**config.mk**
```make
export PLATFORM = sky130hd
export DESIGN_NAME = dhcp_option_stream_parser_flat
export DESIGN_NICKNAME = d
export VERILOG_FILES = /design/src/hw/rtl/dosp_pkg.sv /design/src/hw/rtl/dosp_req_if.sv /design/src/hw/rtl/dosp_rsp_if.sv /design/src/hw/rtl/dosp_in_stage.sv /design/src/hw/rtl/dosp_parse.sv /design/src/hw/rtl/dosp_out_stage.sv /design/src/hw/rtl/dhcp_option_stream_parser.sv /design/src/flat_wrapper.sv
export VERILOG_INCLUDE_DIRS = /design/src /design/src/hw/rtl
export SDC_FILE = /design/constraint.sdc
export NUM_CORES = 1
export LEC_CHECK = 0
export BUFFER_PORTS_ARGS = -buffer_cell sky130_fd_sc_hd__buf_2
export CAP_MARGIN = 5
export CELL_PAD_IN_SITES_DETAIL_PLACEMENT = 0
export CELL_PAD_IN_SITES_GLOBAL_PLACEMENT = 1
export CORE_MARGIN = 10
export CORE_UTILIZATION = 40
export DETAILED_ROUTE_END_ITERATION = 16
export GPL_TIMING_DRIVEN = 1
export PLACE_DENSITY = 0.82
export SETUP_SLACK_MARGIN = 0.5
export SLEW_MARGIN = 30
export SYNTH_ARGS = -nofsm -noshare
export SYNTH_HDL_FRONTEND = slang
export SYNTH_SLANG_ARGS = --single-unit
```
**constraint.sdc**
```tcl
create_clock -name clock -period 3.75 [get_ports clock]
set_input_delay 0.375 -clock clock [delete_from_list [all_inputs] [get_ports clock]]
set_output_delay 0.375 -clock clock [all_outputs]
set_load 0.05 [all_outputs]
```
**src/hw/rtl/dhcp_option_stream_parser_macros.svh**
```systemverilog
// ============================================================================
// DHCP option stream parser assertion macros
// Concurrent assertion wrappers; empty when SYNTHESIS is defined.
// ============================================================================
`ifndef DHCP_OPTION_STREAM_PARSER_MACROS_SVH
`define DHCP_OPTION_STREAM_PARSER_MACROS_SVH

`ifndef SYNTHESIS

// property must hold at every clock edge outside reset
`define DOSP_ASSERT(label, clk, rst, prop, msg) \
   label: assert property (@(posedge clk) disable iff (rst) (prop)) else $error(msg);

// condition must never be true outside reset
`define DOSP_ASSERT_NEVER(label, clk, rst, cond, msg) \
   label: assert property (@(posedge clk) disable iff (rst) !(cond)) else $error(msg);

`else

`define DOSP_ASSERT(label, clk, rst, prop, msg)
`define DOSP_ASSERT_NEVER(label, clk, rst, cond, msg)

`endif

`endif

```
**src/hw/rtl/dosp_pkg.sv**
```systemverilog
// ----------------------------------------------------------------------------
// dosp_pkg
// Types and constants shared by the DHCP option stream parser.
// ----------------------------------------------------------------------------
`timescale 1ns / 1ps
`default_nettype none

package dosp_pkg;

   // region size and derived widths
   localparam int REGION_BYTES = 1024;
   localparam int OFFSET_W     = $clog2(REGION_BYTES + 1);
   localparam int START_W      = $clog2(REGION_BYTES);
   localparam int OPT_OFFSET_W = 10;

   localparam logic [OFFSET_W-1:0] LAST_OFFSET  = OFFSET_W'(REGION_BYTES - 1);
   localparam logic [OFFSET_W-1:0] REGION_LIMIT = OFFSET_W'(REGION_BYTES);

   // special option codes
   localparam logic [7:0] PAD_CODE = 8'd0;
   localparam logic [7:0] END_CODE = 8'd255;

   // block step after the final overload move
   localparam logic [1:0] BLOCK_STEP_LAST = 2'd3;

   typedef enum logic [1:0] {
      REGION_OPTIONS = 2'd0,
      REGION_FILE    = 2'd1,
      REGION_SNAME   = 2'd2
   } region_type;

   typedef enum logic [1:0] {
      PHASE_CODE = 2'd0,
      PHASE_LEN  = 2'd1,
      PHASE_DATA = 2'd2
   } phase_type;

   typedef enum logic [1:0] {
      STATUS_END       = 2'd0,
      STATUS_EXHAUSTED = 2'd1,
      STATUS_TRUNCATED = 2'd2
   } status_type;

   // one accepted input byte
   typedef struct packed {
      logic [7:0] data_byte;
      logic [1:0] region;
      logic       region_last;
      logic       msg_start;
   } item_type;

   // one result transaction
   typedef struct packed {
      logic                    option_valid;
      logic [7:0]              option_code;
      logic [7:0]              option_length;
      logic [OPT_OFFSET_W-1:0] option_offset;
      logic [1:0]              option_region;
      logic                    parse_done;
      logic [1:0]              done_status;
   } result_type;

endpackage

`default_nettype wire

```
**src/hw/rtl/dosp_req_if.sv**
```systemverilog
// ----------------------------------------------------------------------------
// dosp_req_if
// Input byte channel: valid/ready with the tagged option byte.
// ----------------------------------------------------------------------------
`timescale 1ns / 1ps
`default_nettype none

interface dosp_req_if;
   logic       valid;
   logic       ready;
   logic [7:0] data_byte;
   logic [1:0] region;
   logic       region_last;
   logic       msg_start;

   modport source (
      output valid, data_byte, region, region_last, msg_start,
      input  ready
   );

   modport sink (
      input  valid, data_byte, region, region_last, msg_start,
      output ready
   );
endinterface

`default_nettype wire

```
**src/hw/rtl/dosp_rsp_if.sv**
```systemverilog
// ----------------------------------------------------------------------------
// dosp_rsp_if
// Result channel: valid/ready with option report and parse status.
// ----------------------------------------------------------------------------
`timescale 1ns / 1ps
`default_nettype none

interface dosp_rsp_if;
   logic       valid;
   logic       ready;
   logic       option_valid;
   logic [7:0] option_code;
   logic [7:0] option_length;
   logic [9:0] option_offset;
   logic [1:0] option_region;
   logic       parse_done;
   logic [1:0] done_status;

   modport source (
      output valid, option_valid, option_code, option_length, option_offset,
      output option_region, parse_done, done_status,
      input  ready
   );

   modport sink (
      input  valid, option_valid, option_code, option_length, option_offset,
      input  option_region, parse_done, done_status,
      output ready
   );
endinterface

`default_nettype wire

```
**src/hw/rtl/dosp_in_stage.sv**
```systemverilog
// ----------------------------------------------------------------------------
// dosp_in_stage
// Input register: captures one byte transaction and holds it for the parser.
// ----------------------------------------------------------------------------
`timescale 1ns / 1ps
`default_nettype none

module dosp_in_stage
   import dosp_pkg::*;
(
   input  wire logic clock,
   input  wire logic reset,
   dosp_req_if.sink  req_bus,
   input  wire logic item_take,
   output logic      item_valid,
   output item_type  item
);

   logic     valid_ff;
   logic     valid_in;
   item_type item_ff;
   logic     load;

   // free slot, or the held byte leaves this cycle
   assign req_bus.ready = !valid_ff || item_take;
   assign load          = req_bus.valid && req_bus.ready;

   always_comb begin
      valid_in = valid_ff;
      if (load) begin
         valid_in = 1'b1;
      end else if (item_take) begin
         valid_in = 1'b0;
      end
   end

   always_ff @(posedge clock) begin
      if (reset) begin
         valid_ff <= 1'b0;
      end else begin
         valid_ff <= valid_in;
      end
   end

   // payload, no reset
   always_ff @(posedge clock) begin
      if (load) begin
         item_ff.data_byte   <= req_bus.data_byte;
         item_ff.region      <= req_bus.region;
         item_ff.region_last <= req_bus.region_last;
         item_ff.msg_start   <= req_bus.msg_start;
      end
   end

   assign item_valid = valid_ff;
   assign item       = item_ff;

endmodule

`default_nettype wire

```
**src/hw/rtl/dosp_parse.sv**
```systemverilog
// ----------------------------------------------------------------------------
// dosp_parse
// Option TLV state: phase, region chain, offsets and held option fields.
// Decides per byte whether an option completes or the parse ends.
// ----------------------------------------------------------------------------
`timescale 1ns / 1ps
`default_nettype none

`include "dhcp_option_stream_parser_macros.svh"

module dosp_parse
   import dosp_pkg::*;
(
   input  wire logic       clock,
   input  wire logic       reset,
   input  wire logic       csr_write_enable,
   input  wire logic [1:0] csr_write_data,
   input  wire logic       item_valid,
   input  wire item_type   item,
   input  wire logic       out_free,
   output logic            item_take,
   output logic            result_valid,
   output result_type      result
);

   // configuration
   logic [1:0] overload_ff;

   // parse state
   phase_type           phase_ff,    phase_in,    cur_phase;
   region_type          region_ff,   region_in,   cur_region;
   logic [1:0]          step_ff,     step_in,     cur_step;
   logic [OFFSET_W-1:0] offset_ff,   offset_in,   cur_offset;
   logic [START_W-1:0]  start_ff,    start_in,    cur_start;
   logic [7:0]          code_ff,     code_in,     cur_code;
   logic [7:0]          len_ff,      len_in,      cur_len;
   logic [7:0]          left_ff,     left_in,     cur_left;
   logic                finished_ff, finished_in, cur_finished;

   logic       region_match;
   logic       is_last;
   logic       move;
   logic       opt;
   logic       done;
   status_type status_s;
   logic [1:0] step_next;
   logic [7:0] left_dec;

   // overload register
   always_ff @(posedge clock) begin
      if (reset) begin
         overload_ff <= 2'd0;
      end else if (csr_write_enable) begin
         overload_ff <= csr_write_data;
      end
   end

   // next state and result for the held byte
   always_comb begin
      // message start clears the parse before the byte is handled
      cur_phase    = phase_ff;
      cur_region   = region_ff;
      cur_step     = step_ff;
      cur_offset   = offset_ff;
      cur_start    = start_ff;
      cur_code     = code_ff;
      cur_len      = len_ff;
      cur_left     = left_ff;
      cur_finished = finished_ff;
      if (item.msg_start) begin
         cur_phase    = PHASE_CODE;
         cur_region   = REGION_OPTIONS;
         cur_step     = 2'd0;
         cur_offset   = '0;
         cur_start    = '0;
         cur_code     = 8'd0;
         cur_len      = 8'd0;
         cur_left     = 8'd0;
         cur_finished = 1'b0;
      end

      phase_in    = cur_phase;
      region_in   = cur_region;
      step_in     = cur_step;
      offset_in   = cur_offset;
      start_in    = cur_start;
      code_in     = cur_code;
      len_in      = cur_len;
      left_in     = cur_left;
      finished_in = cur_finished;

      move      = 1'b0;
      opt       = 1'b0;
      done      = 1'b0;
      status_s  = STATUS_END;
      step_next = cur_step + 2'd1;
      left_dec  = cur_left - 8'd1;

      is_last      = item.region_last || (cur_offset >= LAST_OFFSET);
      region_match = !cur_finished && (item.region == cur_region);

      if (region_match) begin
         case (cur_phase)
            PHASE_CODE: begin
               if (item.data_byte == PAD_CODE) begin
                  if (is_last) begin
                     done     = 1'b1;
                     status_s = STATUS_EXHAUSTED;
                  end
               end else if (item.data_byte == END_CODE) begin
                  if (cur_step < overload_ff) begin
                     // overload: move to file and/or server name, file first
                     move      = 1'b1;
                     offset_in = '0;
                     if (overload_ff[0] && step_next[0]) begin
                        region_in = REGION_FILE;
                        step_in   = step_next;
                     end else begin
                        region_in = REGION_SNAME;
                        step_in   = BLOCK_STEP_LAST;
                     end
                  end else begin
                     done     = 1'b1;
                     status_s = STATUS_END;
                  end
               end else begin
                  code_in  = item.data_byte;
                  start_in = cur_offset[START_W-1:0];
                  if (is_last) begin
                     done     = 1'b1;
                     status_s = STATUS_TRUNCATED;
                  end else begin
                     phase_in = PHASE_LEN;
                  end
               end
            end
            PHASE_LEN: begin
               len_in = item.data_byte;
               if (item.data_byte == 8'd0) begin
                  opt      = 1'b1;
                  phase_in = PHASE_CODE;
                  if (is_last) begin
                     done     = 1'b1;
                     status_s = STATUS_EXHAUSTED;
                  end
               end else begin
                  left_in = item.data_byte;
                  if (is_last) begin
                     done     = 1'b1;
                     status_s = STATUS_TRUNCATED;
                  end else begin
                     phase_in = PHASE_DATA;
                  end
               end
            end
            PHASE_DATA: begin
               left_in = left_dec;
               if (left_dec == 8'd0) begin
                  opt      = 1'b1;
                  phase_in = PHASE_CODE;
                  if (is_last) begin
                     done     = 1'b1;
                     status_s = STATUS_EXHAUSTED;
                  end
               end else if (is_last) begin
                  done     = 1'b1;
                  status_s = STATUS_TRUNCATED;
               end
            end
            default: begin
               phase_in = PHASE_CODE;
            end
         endcase

         // offset advances and saturates at the region size
         if (!move && (cur_offset < REGION_LIMIT)) begin
            offset_in = cur_offset + OFFSET_W'(1);
         end
         if (done) begin
            finished_in = 1'b1;
         end
      end
   end

   // result fields; option fields zero unless an option completes
   always_comb begin
      result = '0;
      if (opt) begin
         result.option_valid  = 1'b1;
         result.option_code   = code_in;
         result.option_length = len_in;
         result.option_offset = OPT_OFFSET_W'(start_in);
         result.option_region = region_in;
      end
      if (done) begin
         result.parse_done  = 1'b1;
         result.done_status = status_s;
      end
   end

   // a byte with a result waits for room in the output register
   assign result_valid = item_valid && (opt || done);
   assign item_take    = item_valid && (!(opt || done) || out_free);

   always_ff @(posedge clock) begin
      if (reset) begin
         phase_ff    <= PHASE_CODE;
         region_ff   <= REGION_OPTIONS;
         step_ff     <= 2'd0;
         offset_ff   <= '0;
         start_ff    <= '0;
         code_ff     <= 8'd0;
         len_ff      <= 8'd0;
         left_ff     <= 8'd0;
         finished_ff <= 1'b0;
      end else if (item_take) begin
         phase_ff    <= phase_in;
         region_ff   <= region_in;
         step_ff     <= step_in;
         offset_ff   <= offset_in;
         start_ff    <= start_in;
         code_ff     <= code_in;
         len_ff      <= len_in;
         left_ff     <= left_in;
         finished_ff <= finished_in;
      end
   end

   // a finished parse yields nothing until the next message start
   `DOSP_ASSERT(a_quiet_when_finished, clock, reset,
      (item_valid && finished_ff && !item.msg_start) |-> !result_valid,
      "result produced after parse finished")
   // every result carries an option, a status, or both
   `DOSP_ASSERT(a_result_nonempty, clock, reset,
      result_valid |-> (result.option_valid || result.parse_done),
      "empty result produced")
   // a status result leaves the parse finished
   `DOSP_ASSERT(a_done_sets_finished, clock, reset,
      (item_take && result_valid && result.parse_done) |=> finished_ff,
      "parse not finished after status")
   // data phase always has bytes outstanding
   `DOSP_ASSERT_NEVER(a_data_count_live, clock, reset,
      (phase_ff == PHASE_DATA) && (left_ff == 8'd0),
      "data phase with zero bytes left")

endmodule

`default_nettype wire

```
**src/hw/rtl/dosp_out_stage.sv**
```systemverilog
// ----------------------------------------------------------------------------
// dosp_out_stage
// Result register: holds one result transaction until the sink takes it.
// ----------------------------------------------------------------------------
`timescale 1ns / 1ps
`default_nettype none

module dosp_out_stage
   import dosp_pkg::*;
(
   input  wire logic       clock,
   input  wire logic       reset,
   input  wire logic       item_take,
   input  wire logic       result_valid,
   input  wire result_type result,
   output logic            out_free,
   dosp_rsp_if.source      rsp_bus
);

   logic       valid_ff;
   logic       valid_in;
   result_type result_ff;
   logic       load;

   assign load     = item_take && result_valid;
   assign out_free = !valid_ff || rsp_bus.ready;

   always_comb begin
      valid_in = valid_ff;
      if (load) begin
         valid_in = 1'b1;
      end else if (rsp_bus.ready) begin
         valid_in = 1'b0;
      end
   end

   always_ff @(posedge clock) begin
      if (reset) begin
         valid_ff <= 1'b0;
      end else begin
         valid_ff <= valid_in;
      end
   end

   // payload, no reset
   always_ff @(posedge clock) begin
      if (load) begin
         result_ff <= result;
      end
   end

   assign rsp_bus.valid         = valid_ff;
   assign rsp_bus.option_valid  = result_ff.option_valid;
   assign rsp_bus.option_code   = result_ff.option_code;
   assign rsp_bus.option_length = result_ff.option_length;
   assign rsp_bus.option_offset = result_ff.option_offset;
   assign rsp_bus.option_region = result_ff.option_region;
   assign rsp_bus.parse_done    = result_ff.parse_done;
   assign rsp_bus.done_status   = result_ff.done_status;

endmodule

`default_nettype wire

```
**src/hw/rtl/dhcp_option_stream_parser.sv**
```systemverilog
// ----------------------------------------------------------------------------
// dhcp_option_stream_parser
// Parses DHCP option bytes across the options, file and server-name
// regions, reporting each option and the end-of-parse status.
//
//   port       dir   width  transaction
//   req_bus    in    12     one option byte with region, last and start tags
//   rsp_bus    out   32     option report and/or parse status
//   csr_*      in    2      overload mode write
//
// One byte per cycle unless a byte with a result waits for the result register:
// a byte is held in the input register, is parsed by the logic in front of the
// result register and leaves. Its result is registered in the result register
// and held there until the sink takes it.
// Reset is synchronous and clears all parse state and the overload mode.
// A stalled result blocks only bytes that produce a result; bytes without
// one keep flowing while the result waits.
// ----------------------------------------------------------------------------
`timescale 1ns / 1ps
`default_nettype none

module dhcp_option_stream_parser
   import dosp_pkg::*;
(
   input  wire logic       clock,
   input  wire logic       reset,
   dosp_req_if.sink        req_bus,
   dosp_rsp_if.source      rsp_bus,
   input  wire logic       csr_write_enable,
   input  wire logic [1:0] csr_write_data
);

   logic       item_valid;
   item_type   item;
   logic       item_take;
   logic       result_valid;
   result_type result;
   logic       out_free;

   dosp_in_stage u_in_stage (
      .clock      (clock),
      .reset      (reset),
      .req_bus    (req_bus),
      .item_take  (item_take),
      .item_valid (item_valid),
      .item       (item)
   );

   dosp_parse u_parse (
      .clock            (clock),
      .reset            (reset),
      .csr_write_enable (csr_write_enable),
      .csr_write_data   (csr_write_data),
      .item_valid       (item_valid),
      .item             (item),
      .out_free         (out_free),
      .item_take        (item_take),
      .result_valid     (result_valid),
      .result           (result)
   );

   dosp_out_stage u_out_stage (
      .clock        (clock),
      .reset        (reset),
      .item_take    (item_take),
      .result_valid (result_valid),
      .result       (result),
      .out_free     (out_free),
      .rsp_bus      (rsp_bus)
   );

endmodule

`default_nettype wire
```
**src/flat_wrapper.sv**
```systemverilog
// flat-port wrapper written by rule: the top's interface ports become plain ports
module dhcp_option_stream_parser_flat import dosp_pkg::*;
  (clock, reset, csr_write_enable, csr_write_data, req_bus_valid, req_bus_data_byte, req_bus_region, req_bus_region_last, req_bus_msg_start, req_bus_ready, rsp_bus_valid, rsp_bus_option_valid, rsp_bus_option_code, rsp_bus_option_length, rsp_bus_option_offset, rsp_bus_option_region, rsp_bus_parse_done, rsp_bus_done_status, rsp_bus_ready);
  dosp_req_if req_bus_i ();
  dosp_rsp_if rsp_bus_i ();
  input  wire logic clock;
  input  wire logic reset;
  input  wire logic csr_write_enable;
  input  wire logic [1:0] csr_write_data;
  input wire logic [$bits(req_bus_i.valid)-1:0] req_bus_valid;
  input wire logic [$bits(req_bus_i.data_byte)-1:0] req_bus_data_byte;
  input wire logic [$bits(req_bus_i.region)-1:0] req_bus_region;
  input wire logic [$bits(req_bus_i.region_last)-1:0] req_bus_region_last;
  input wire logic [$bits(req_bus_i.msg_start)-1:0] req_bus_msg_start;
  output wire logic [$bits(req_bus_i.ready)-1:0] req_bus_ready;
  output wire logic [$bits(rsp_bus_i.valid)-1:0] rsp_bus_valid;
  output wire logic [$bits(rsp_bus_i.option_valid)-1:0] rsp_bus_option_valid;
  output wire logic [$bits(rsp_bus_i.option_code)-1:0] rsp_bus_option_code;
  output wire logic [$bits(rsp_bus_i.option_length)-1:0] rsp_bus_option_length;
  output wire logic [$bits(rsp_bus_i.option_offset)-1:0] rsp_bus_option_offset;
  output wire logic [$bits(rsp_bus_i.option_region)-1:0] rsp_bus_option_region;
  output wire logic [$bits(rsp_bus_i.parse_done)-1:0] rsp_bus_parse_done;
  output wire logic [$bits(rsp_bus_i.done_status)-1:0] rsp_bus_done_status;
  input wire logic [$bits(rsp_bus_i.ready)-1:0] rsp_bus_ready;
  assign req_bus_i.valid = req_bus_valid;
  assign req_bus_i.data_byte = req_bus_data_byte;
  assign req_bus_i.region = req_bus_region;
  assign req_bus_i.region_last = req_bus_region_last;
  assign req_bus_i.msg_start = req_bus_msg_start;
  assign req_bus_ready = req_bus_i.ready;
  assign rsp_bus_valid = rsp_bus_i.valid;
  assign rsp_bus_option_valid = rsp_bus_i.option_valid;
  assign rsp_bus_option_code = rsp_bus_i.option_code;
  assign rsp_bus_option_length = rsp_bus_i.option_length;
  assign rsp_bus_option_offset = rsp_bus_i.option_offset;
  assign rsp_bus_option_region = rsp_bus_i.option_region;
  assign rsp_bus_parse_done = rsp_bus_i.parse_done;
  assign rsp_bus_done_status = rsp_bus_i.done_status;
  assign rsp_bus_i.ready = rsp_bus_ready;
  dhcp_option_stream_parser u_core (.clock(clock), .reset(reset), .req_bus(req_bus_i), .rsp_bus(rsp_bus_i), .csr_write_enable(csr_write_enable), .csr_write_data(csr_write_data));
endmodule
```
==> results.json <==
{
  "ys_ff_latch": 100,
  "ir_worst_vdd_mv": 0.183,
  "syn_area_per_cell_um2": 9.00,
  "rows": 40,
  "vias_per_cell": 5.77,
  "ctsHoldBuffers": 0,
  "cts_max_path_buffers": 2,
  "status": "finished, final reports clean",
  "synth_area_mm2": 0.00493,
  "drt-total-wl_um": 13600,
  "postLayoutCellArea_mm2": 0.00572,
  "final_common_cell": "a21oi_1",
  "yosysSeqAreaShare_pct": 49.5,
  "hold_class": "in -> reg",
  "synth_flop_cell": "dfxtp_1",
  "worst_pin_slew_ns": 0.750,
  "period_minus_slack_ns": 3.16,
  "syn_nets": 575,
  "yosysUniqueCellTypes": 58,
  "initial_core_util_pct": 40.9,
  "num_vias": 4383,
  "die_w_um": 131,
  "htreeDepth": 3,
  "die-area_mm2": 0.0172,
  "clock-sinks": 100,
  "die_y_um": 131,
  "grt_pass1_vias": 4167,
  "numCtsBuffers": 9,
  "critical_path_class": "reg -> out",
  "highest_layer": "met4",
  "drt-initial-drc-count": 473,
  "antenna_found_initial": 0,
  "nets": 614,
  "p_leak_nw": 1.92,
  "area_growth_pct": 16.1,
  "route.met2.wl_um": 6080,
  "grtUsageTotal_pct": 16.1,
  "fin_crit_sh_pct": 84.3,
  "cts_tree": "built",
  "insertion_delay_ns": 0.36,
  "drc": 0,
  "finalHoldViolations": 0,
  "rsz0062_at_grt": "yes",
  "fmax_mhz": 316,
  "grt-ovfl-total": 0,
  "layout-drive-gt1-share_pct": 17.6,
  "drv_cap": 0,
  "drv_slew": 0,
  "grt_start_max_net_pins": 49,
  "met1Wirelength_um": 6420,
  "ant_nets": 0,
  "root_buffer": "clkbuf_16",
  "port_buffers": 52,
  "gp_congestion": 0.914,
  "final_cell_mix": "a21oi_1 (77), nand2_1 (63), dfxtp_1 (56)",
  "cp.required_ns": 3.38,
  "wl_met3_um": 873,
  "skew_ns": 0.00966,
  "drtPass1Iterations": 5,
  "synthArstFlopShare_pct": 0,
  "core_mm2": 0.0121,
  "cp_max_fo": 8,
  "diodes": 0,
  "dp_hpwl_um": 9130,
  "synth-edff-count": 44,
  "tns_ns": 0,
  "slew_headroom_pct": 48.7,
  "critical_path_arrival_ns": 2.79,
  "critPathLaunchType": "flip-flop",
  "synthCells": 548,
  "place_area_mm2": 0.00536,
  "yosysWarningCount": 0,
  "endpoint_kind": "output pin",
  "ioPinCount": 53,
  "grt_pass1_wl_um": 21800,
  "setup_viol": 0,
  "clk_pin_slew_worst_paths_ns": 0.07,
  "power.density_mw_per_mm2": 405,
  "wl_per_cell_um": 17.9
}
report_power, final:
group	total, mW	internal (mW)	switching (mW)
clock	0.969	0.527	0.442
sequential	1.17	1.15	0.0233
combinational	0.173	0.0492	0.124
logic make-up (layout without fill, tap and decap cells):
| family | after synthesis | in the layout | share of synthesized area [%] |
|---|---|---|---|
| AND/OR/NAND/NOR | 200 | 200 | 20.4 |
| AO/OA/AOI/OAI | 181 | 181 | 22.4 |
| flip-flops | 100 | 100 | 49.5 |
| buffers and inverters | 53 | 97 | 4.57 |
| adder cells (fa/ha/maj) | 8 | 8 | 2.03 |
| XOR/XNOR | 4 | 4 | 0.710 |
| multiplexers | 2 | 2 | 0.406 |
final timing paths:
kind                            slack, ns                                      to  depth (start not counted)                                   start
worst max-delay path                 0.59                           req_bus_ready                         11     u_core.u_in_stage.item[0]$_DFFE_PP_
worst min-delay path                 0.18    u_core.u_in_stage.item[10]$_DFFE_PP_                          1                    req_bus_data_byte[6]
worst max register to register       0.70  u_core.u_parse.code_ff[2]$_SDFFE_PP0P_                          8     u_core.u_in_stage.item[0]$_DFFE_PP_
worst min register to register       0.48  u_core.u_parse.step_ff[0]$_SDFFE_PP0P_                          2  u_core.u_parse.step_ff[0]$_SDFFE_PP0P_
sequential cells by signal, indices dropped and copies added, names as in the netlist, 2 cells and up:
name and count:
u_core.u_in_stage.item 12, u_core.u_parse.phase_ff 2, u_core.u_parse.offset_ff 11, u_core.u_parse.start_ff 10, u_core.u_parse.step_ff 2, u_core.u_parse.len_ff 8, u_core.u_out_stage.rsp_bus.option_code 8, u_core.u_parse.overload_ff 2
u_core.u_out_stage.rsp_bus.option_region 2, u_core.u_parse.region_ff 2, u_core.u_out_stage.rsp_bus.option_offset 10, u_core.u_parse.code_ff 8, u_core.u_out_stage.rsp_bus.done_status 2, u_core.u_out_stage.rsp_bus.option_length 8, u_core.u_parse.left_ff 8
critical path: stages (launching register included):
cell	delay, ns
edfxtp_1	0.42
inv_2	0.14
nand2_1	0.13
inv_1	0.09
ha_1	0.36
nand3_1	0.11
or4_4	0.45
nand2_1	0.10
nand2_1	0.12
inv_4	0.13
o2111ai_4	0.14
clkbuf_4	0.24
metal layers:
| metal | vias up | GRT usage [%] |
|---|---|---|
| li1 | 2112 | - |
| met1 | 2103 | 22.0 |
| met2 | 154 | 24.5 |
| met3 | 14 | 3.51 |
| met4 | 0 | 6.15 |
| met5 | - | 0 |
stage by stage:
stage               utilization, %  power, mW  cells  hold slack (ns)  setup slack (ns)
finish                        47.5       2.32    760            0.184             0.588
global route                  47.5       2.40    760            0.173             0.421
CTS                           47.1       2.33    760            0.175             0.454
detailed placement            44.5       1.36    744            0.465             0.448
global placement              44.5       1.36    744            0.456             0.484
floorplan                        -       1.31    548            0.449             0.548
final cells by class:
cell class	count	area, um2
Inverter	17	66.3
Clock buffer	9	225
Multi-Input combinational cell	395	2340
Tap cell	168	210
Clock inverter	7	80.1
Sequential cell	100	2440
Timing Repair Buffer	64	364
Fill cell	1159	6340
synthesized netlist by cell type (8+ instances only):
cell type  instances  area [um2]
a21oi_1           77         385
nand2_1           63         236
dfxtp_1           56        1120
nand3_1           50         250
edfxtp_1          44        1320
o21ai_0           41         205
clkbuf_1          25        93.8
nor2_1            25        93.8
inv_1             17        63.8
a22o_1            10        87.6
nor2b_1            9        56.3
nor3_1             9        45.0
ha_1               8         100
timing repair:
| action | in CTS | in global routing |
|---|---|---|
| setup buffers | 0 | 0 |
| gates resized for setup | 5 | 13 |
| setup endpoints to repair | 41 | 72 |
No activity file was read; power rests on OpenSTA's default activity.
